<file path="config.mk">
export PLATFORM = sky130hd
export DESIGN_NAME = jets_ctrl
export DESIGN_NICKNAME = d
export VERILOG_FILES = /design/src/sv/jets_pkg.sv /design/src/sv/jets_ctrl.sv
export SDC_FILE = /design/constraint.sdc
export NUM_CORES = 1
export LEC_CHECK = 0
export ABC_AREA = 1
export ABC_CLOCK_PERIOD_IN_PS = 1820
export BUFFER_PORTS_ARGS = -buffer_cell sky130_fd_sc_hd__buf_2
export CORE_AREA = 2 2 39 41
export CTS_BUF_LIST = sky130_fd_sc_hd__clkbuf_8 sky130_fd_sc_hd__clkbuf_16
export CTS_CLUSTER_DIAMETER = 40
export CTS_CLUSTER_SIZE = 14
export DETAILED_ROUTE_END_ITERATION = 16
export DIE_AREA = 0 0 41 43
export PLACE_DENSITY = 0.67
export SKIP_CTS_REPAIR_TIMING = 1
export SLEW_MARGIN = 20
export SYNTH_ARGS = -nofsm -noshare
export SYNTH_HDL_FRONTEND = slang
export SYNTH_SLANG_ARGS = --single-unit
</file>
<file path="constraint.sdc">
create_clock -name clk -period 1.82 [get_ports clk]
set_input_delay 0.182 -clock clk [delete_from_list [all_inputs] [get_ports clk]]
set_output_delay 0.182 -clock clk [all_outputs]
set_load 0.01 [all_outputs]
</file>
<file path="src/sv/jets_pkg.sv">
// Shared types, constants and helpers for the Julia escape-time pixel unit.
// No dependencies; every other file of the block imports this package.
package jets_pkg;

	// Default parameter values
	localparam int FRAC_BITS_DEF  = 28;
	localparam int COORD_BITS_DEF = 12;

	// Fixed field widths
	localparam int DIM_BITS  = 13;
	localparam int HALF_BITS = DIM_BITS - 1;
	localparam int ZOOM_BITS = 31;
	localparam int ITER_BITS = 16;
	localparam int DEN_BITS  = ZOOM_BITS + DIM_BITS;

	// Quotient magnitude cap of the coordinate mapping
	localparam int                QW   = 41;
	localparam logic [QW-1:0]     QCAP = QW'(1) << (QW - 1);

	// Width used for saturating sums
	localparam int SAT_W = 66;

	// Configuration register indexes
	typedef enum logic [2:0] {
		CFG_WIDTH    = 3'd0,
		CFG_HEIGHT   = 3'd1,
		CFG_ZOOM     = 3'd2,
		CFG_OFF_RE   = 3'd3,
		CFG_OFF_IM   = 3'd4,
		CFG_C_RE     = 3'd5,
		CFG_C_IM     = 3'd6,
		CFG_MAX_ITER = 3'd7
	} jets_cfg_idx_t;

	typedef struct packed {
		logic [DIM_BITS-1:0]  width;
		logic [DIM_BITS-1:0]  height;
		logic [ZOOM_BITS-1:0] zoom;
		logic signed [31:0]   off_re;
		logic signed [31:0]   off_im;
		logic signed [31:0]   c_re;
		logic signed [31:0]   c_im;
		logic [ITER_BITS-1:0] max_iter;
	} jets_cfg_t;

	typedef enum logic [2:0] {
		ST_IDLE,
		ST_SETUP,
		ST_DIV,
		ST_MAP,
		ST_MULT,
		ST_STEP,
		ST_FINISH
	} jets_state_t;

	// Controller to datapath
	typedef struct packed {
		logic load;
		logic setup;
		logic div_step;
		logic map;
		logic mult;
		logic step;
		logic out_load;
	} jets_cmd_t;

	// Datapath to controller
	typedef struct packed {
		logic esc;
		logic at_limit;
		logic out_busy;
	} jets_sts_t;

	// Clamp a wide signed value to 32 bits
	function automatic logic signed [31:0] sat32(input logic signed [SAT_W-1:0] v);
		logic fits;
		fits = (v[SAT_W-1:31] == '0) || (v[SAT_W-1:31] == '1);
		if (fits)
			return v[31:0];
		else if (v[SAT_W-1])
			return 32'sh8000_0000;
		else
			return 32'sh7fff_ffff;
	endfunction

endpackage

</file>
<file path="src/sv/jets_ctrl.sv">
// Controller for the Julia pixel unit: sequences setup, division and iteration.
// Depends on jets_pkg; talks to jets_datapath through jets_cmd_t and jets_sts_t.
module jets_ctrl import jets_pkg::*; #(
	parameter int FRAC_BITS  = FRAC_BITS_DEF,
	parameter int COORD_BITS = COORD_BITS_DEF
) (
	input  logic      clk,
	input  logic      arst_n,
	input  logic      in_valid,
	output logic      in_ready,
	input  jets_sts_t sts,
	output jets_cmd_t cmd
);

	localparam int SPAN      = (COORD_BITS > HALF_BITS) ? COORD_BITS : HALF_BITS;
	localparam int DIV_STEPS = SPAN + 2 + 2 * FRAC_BITS;
	localparam int CW        = $clog2(DIV_STEPS);

	jets_state_t   state_q, state_d;
	logic [CW-1:0] cnt_q;

	always_ff @(posedge clk or negedge arst_n) begin
		if (!arst_n) begin
			state_q <= ST_IDLE;
			cnt_q   <= '0;
		end else begin
			state_q <= state_d;
			// count division steps
			if (state_q == ST_SETUP)
				cnt_q <= '0;
			else if (state_q == ST_DIV)
				cnt_q <= CW'(cnt_q + CW'(1));
		end
	end

	always_comb begin
		state_d  = state_q;
		cmd      = '0;
		in_ready = 1'b0;
		unique case (state_q)
			ST_IDLE: begin
				in_ready = 1'b1;
				if (in_valid) begin
					cmd.load = 1'b1;
					state_d  = ST_SETUP;
				end
			end
			ST_SETUP: begin
				cmd.setup = 1'b1;
				state_d   = ST_DIV;
			end
			ST_DIV: begin
				cmd.div_step = 1'b1;
				if (cnt_q == CW'(DIV_STEPS - 1))
					state_d = ST_MAP;
			end
			ST_MAP: begin
				cmd.map = 1'b1;
				state_d = ST_MULT;
			end
			ST_MULT: begin
				cmd.mult = 1'b1;
				state_d  = ST_STEP;
			end
			ST_STEP: begin
				// stop on escape or at the limit, else advance one step
				if (sts.esc || sts.at_limit) begin
					state_d = ST_FINISH;
				end else begin
					cmd.step = 1'b1;
					state_d  = ST_MULT;
				end
			end
			ST_FINISH: begin
				if (!sts.out_busy) begin
					cmd.out_load = 1'b1;
					state_d      = ST_IDLE;
				end
			end
			default: state_d = ST_IDLE;
		endcase
	end

endmodule

</file>
## Yosys cells after proc, flatten, opt, wreduce, memory -nomap -nowiden

Cells that the tools add are included.
W data, S select, Z words.

- Word-level logic and storage cells: 35
- Flip-flop bits (word level): 10

- Eq/ne operators: 10
- Reductions and logical operators: 4
- $add $sub $neg: 1
- Muxes and demuxes: 18

Operator list:

| operator | count |
|---|---|
| $pmux W3 S7 | 1 |
| $mux W7 | 2 |
| $mux W1 | 11 |
| $eq A3 B3 Y1 const B | 3 |
| $mux W3 | 3 |
| $add A7 B1 Y7 const B | 1 |
| $eq A7 B7 Y1 const B | 1 |
| $eq A3 B2 Y1 const B | 2 |
| $ne A2 B2 Y1 const B | 2 |
| $eq A3 B1 Y1 const B | 1 |
| $logic_not A3 Y1 | 1 |
| $reduce_and A3 Y1 | 1 |
| $mux W2 | 1 |
| $ne A2 B1 Y1 const B | 1 |
| $reduce_bool A2 Y1 | 1 |
| $logic_or A1 B1 Y1 | 1 |

## Depth between registers and ports, before layout

- Depth in word-level cells: 3
- Depth in mapped cells: 8
- Mapped depth without buffers: 8

## Least setup slack after synthesis

Ideal clock, no wire load.

- Path kind: register -> register
- Start point: reg state_q[0]
- End point: reg cnt_q[2]
- Arrival: 0.974 ns
- Path buffers: 1
- Setup slack: 0.725 ns
- Clock period less this slack: 1.095 ns
- Stages on the path, launching flop included: 8
- Library setup time: 0.121 ns
- Path through: dfrtp_1 > inv_2 > nand2_1 > nor2_2 > buf_6 > nand2_1 > nor2_1 > a21oi_1

- Longest elaborated chain between the ends: 2
- Elaborated cells on any way between the ends: 4

RTL lines:

| element | line | source |
|---|---|---|
| from (decl) | jets_ctrl.sv:19 | `jets_state_t state_q, state_d;` |
| from (signal assigned) | jets_ctrl.sv:27 | `state_q <= state_d;` |
| $eq A3 B1 Y1 or $eq A3 B2 Y1 (tied branches) | jets_ctrl.sv:29, jets_ctrl.sv:31 |  |
| $mux W7 or $reduce_bool A2 Y1 (tied branches) | -- |  |
| to (signal assigned) | jets_ctrl.sv:32 | `cnt_q <= CW'(cnt_q + CW'(1));` |
| to (decl) | jets_ctrl.sv:20 | `logic [CW-1:0] cnt_q;` |

Several ways; a longest one is shown, not always the timed one.
A chain may end at the register's enable or synchronous reset.

==> summary.md <==
| Metric | Value |
|---|---|
| Initial DRC Count | 11 |
| HP Class | in -> reg |
| Max Clock Freq | 0.6307 GHz |
| R2r startpoint | state_q[0]$_DFFE_PN0P_ |
| CP arrival | 1.40 ns |
| CTS tree | done |
| Num CTS Buffers | 3 |
| Root buffer cell | clkbuf_8 |
| Slew Limit Fails | 0 |
| CTS HTree Levels | 1 |
| Path depth of the worst reg2reg path | 6 |
| Cell Area, Synth | 619.3 sq um |
| All-Layer GR Usage | 0.1765 |
| Initial antenna violation count | 0 |
| Unrepaired setup endpoints after global routing | false |
| Worst reg2reg path endpoint | cnt_q[2]$_DFFE_PN0P_ |
| Synth area leader | dfrtp_1 |
| CTS Buffer Depth | 2 |
| FF+latch area | 250.2 sq um |
| Antenna cells | 0 |
| Final min period | 1.585 ns |
| Yosys cell types | 17 |
| Initial DRT Pass Iterations | 4 |
| Worst Skew | 0.004745 ns |
| Number of global-route vias before repair | 532 |
| FP Rows | 14 |
| Area Growth Syn to Fin | 19.39% |
| Die area | 0.001763 sq mm |
| Total power | 1.135 mW |
| Hold path endpoint | state_q[1]$_DFFE_PN0P_ |
| Crit-path max FO | 11 |
| Critical Path RT | 1.64 ns |
| Slew HR | 0.7064 |
| Number of remaining DRC errors | 0 |
| Startpoint types | flop |
| Worst hold path cell count | 3 |
| Syn_area_per_cell | 7.038 sq um |
| Vias/cell | 4.992 |
| GPL Wtd Cong | 0.7444 |
| Outcome | finished clean |
| Hold Crit Start | in_valid |
| Synth top cells by count | nand2_1 (17), nor2_1 (15), inv_1 (14) |
| CP cell instances | inv_2 -> nand2_1 -> nor2_2 -> buf_2 |
| Share of flip-flops with an asynchronous set or reset | 1.000 |
| Vias | 594 |
| Kind of end point of the critical path | output port |
| Worst vdd ir | 0.6501 mV |
| Top cell type's share of synthesized area | 0.4040 |
| Number of port buffers | 13 |
| First-pass GRT wire length | 2.104 mm |
| Die W | 41 microns |
| Die Height | 43 microns |
| Layout cells sized above 1 | 0.2039 |
| Pin count of the biggest net entering global routing | 12 |
| Sink Count | 10 |
| Crit path kind | reg -> out |
| Top FF cell, synth | dfrtp_1 |
| Post-DP HPWL | 956 microns |
| Setup TNS | 0 ns |
| Critical path buffers and inverters | 2 |
| Clk_lat worst skew | 0.24 ns |
| Global-route congestion overflow total | 0 |
| Number of synthesized flops with an enable pin | 0 |
| Final nets | 113 |
| Initial Util | 0.4476 |
| Post-synthesis sequential element count | 10 |
| Crit-path slowest cell | dfrtp_1 |
| FF-to-FF setup slack | 0.45 ns |
| DR WL/cell | 10.71 microns |
| Post-DRT Antenna Nets | 0 |
| CP max stage delay | 0.41 ns |
| Post-Synthesis Cells | 88 |
| I/O pin total | 14 |
| Final setup fails | 0 |
| Cell Pwr Density | 1536 mW/mm^2 |
| Count leader, synth | nand2_1 |
| Delay-heaviest family, CP | simple AND/OR/NAND/NOR gates |
| Period utilisation layout | 0.8711 |
| Synth area leaders | dfrtp_1 (40%), nand2_1 (10%), nor2_1 (9.1%), inv_1 (8.5%), nand3_1 (6.5%) |
| Final Hold Viols | 0 |
| Final wirelength | 1.274 mm |
| Synth warn | 0 |
| Multi-input gate area | 296.5 sq um |
| Leakage | 0.4243 nW |
| Core area | 0.001384 sq mm |
| Mapped Nets | 96 |
| Fillers | 146 |
| Clock-pin slew on the worst setup and hold paths | 0.05 ns |
| Sequential share of the synthesized area | 0.4040 |
| Max-Cap Viols | 0 |
| Worst slew pin tran | 0.4399 ns |
-- sequential cells by signal, summed over array words and instances, names as in the netlist --
signal	flops
cnt_q	7
state_q	3
-- worst reg2reg max path, delay by kind of cell, from the launching register on --
family	cells	cell delay, ns
flops	1	0.41
buf+inv	1	0.11
simple gates	4	0.69
compound gates	1	0.05
-- area by class of cell --
cell class | count | area share
Clock buffer | 3 | 0.05584
Tap cell | 16 | 0.02707
Sequential cell | 10 | 0.3384
Timing Repair Buffer | 14 | 0.1015
Inverter | 15 | 0.07614
Multi-Input combinational cell | 61 | 0.4010
-- through the flow --
stage	instance area, sq um	worst slack [ns]	utilization	hold WS, ns	instances
final	739.5	0.2345	0.5344	0.2515	119
after global routing	739.5	0.1621	0.5344	0.3080	119
after CTS	729.5	0.2572	0.5271	-0.1923	118
after detailed placement	688.2	0.4684	0.4973	0.06021	115
after global placement	688.2	0.5397	0.4973	0.05971	115
after floorplan	619.3	0.7247	-	-0.1136	88
-- per-layer routing --
metal / GRT usage / up-vias / share of wire
met4: 0.1200 / 0 / 0.034
met2: 0.2594 / 18 / 0.45
met1: 0.2326 / 260 / 0.47
met3: 0.01571 / 5 / 0.039
li1: - / 311 / -
met5: 0 / - / 0
-- layout by cell type (no fill, tap or decap), drive strengths merged --
| cell | count |
|---|---|
| nand2 | 19 |
| nor2 | 16 |
| o22ai | 3 |
| a21oi | 4 |
| buf | 13 |
| nand4 | 3 |
| clkbuf | 3 |
| o21ai | 2 |
| dfrtp | 10 |
| dlygate4sd3 | 1 |
| ha | 2 |
| nor3 | 3 |
| inv | 15 |
| nand3 | 9 |
-- worst max path at each step --
stage | from | endpoint | slack (ns) | cells past startpoint
floorplan | state_q[0]$_DFFE_PN0P_ | cnt_q[2]$_DFFE_PN0P_ | 0.72 | 7
global placement | state_q[0]$_DFFE_PN0P_ | cmd[4] | 0.54 | 4
detailed placement | state_q[0]$_DFFE_PN0P_ | cnt_q[2]$_DFFE_PN0P_ | 0.47 | 6
CTS | state_q[0]$_DFFE_PN0P_ | cmd[4] | 0.26 | 4
global route | state_q[0]$_DFFE_PN0P_ | cmd[4] | 0.16 | 4
finish | state_q[0]$_DFFE_PN0P_ | cmd[4] | 0.23 | 4
-- logic make-up after synthesis --
group                      synth area share
adders and majority gates           0.04040
DFF                                  0.4040
and+or+nand+nor                      0.3596
buffers and inverters                0.1172
AOI/OAI and AO/OA                   0.07879
-- power by group --
group	leakage (nW)	switching, mW	total, mW	internal (mW)
combinational	0.272	0.328	0.509	0.181
sequential	0.130	0.0968	0.398	0.301
clock	0.0216	0.0835	0.228	0.145
total	0.424	0.508	1.14	0.627
(Power assumes the default switching activity.)
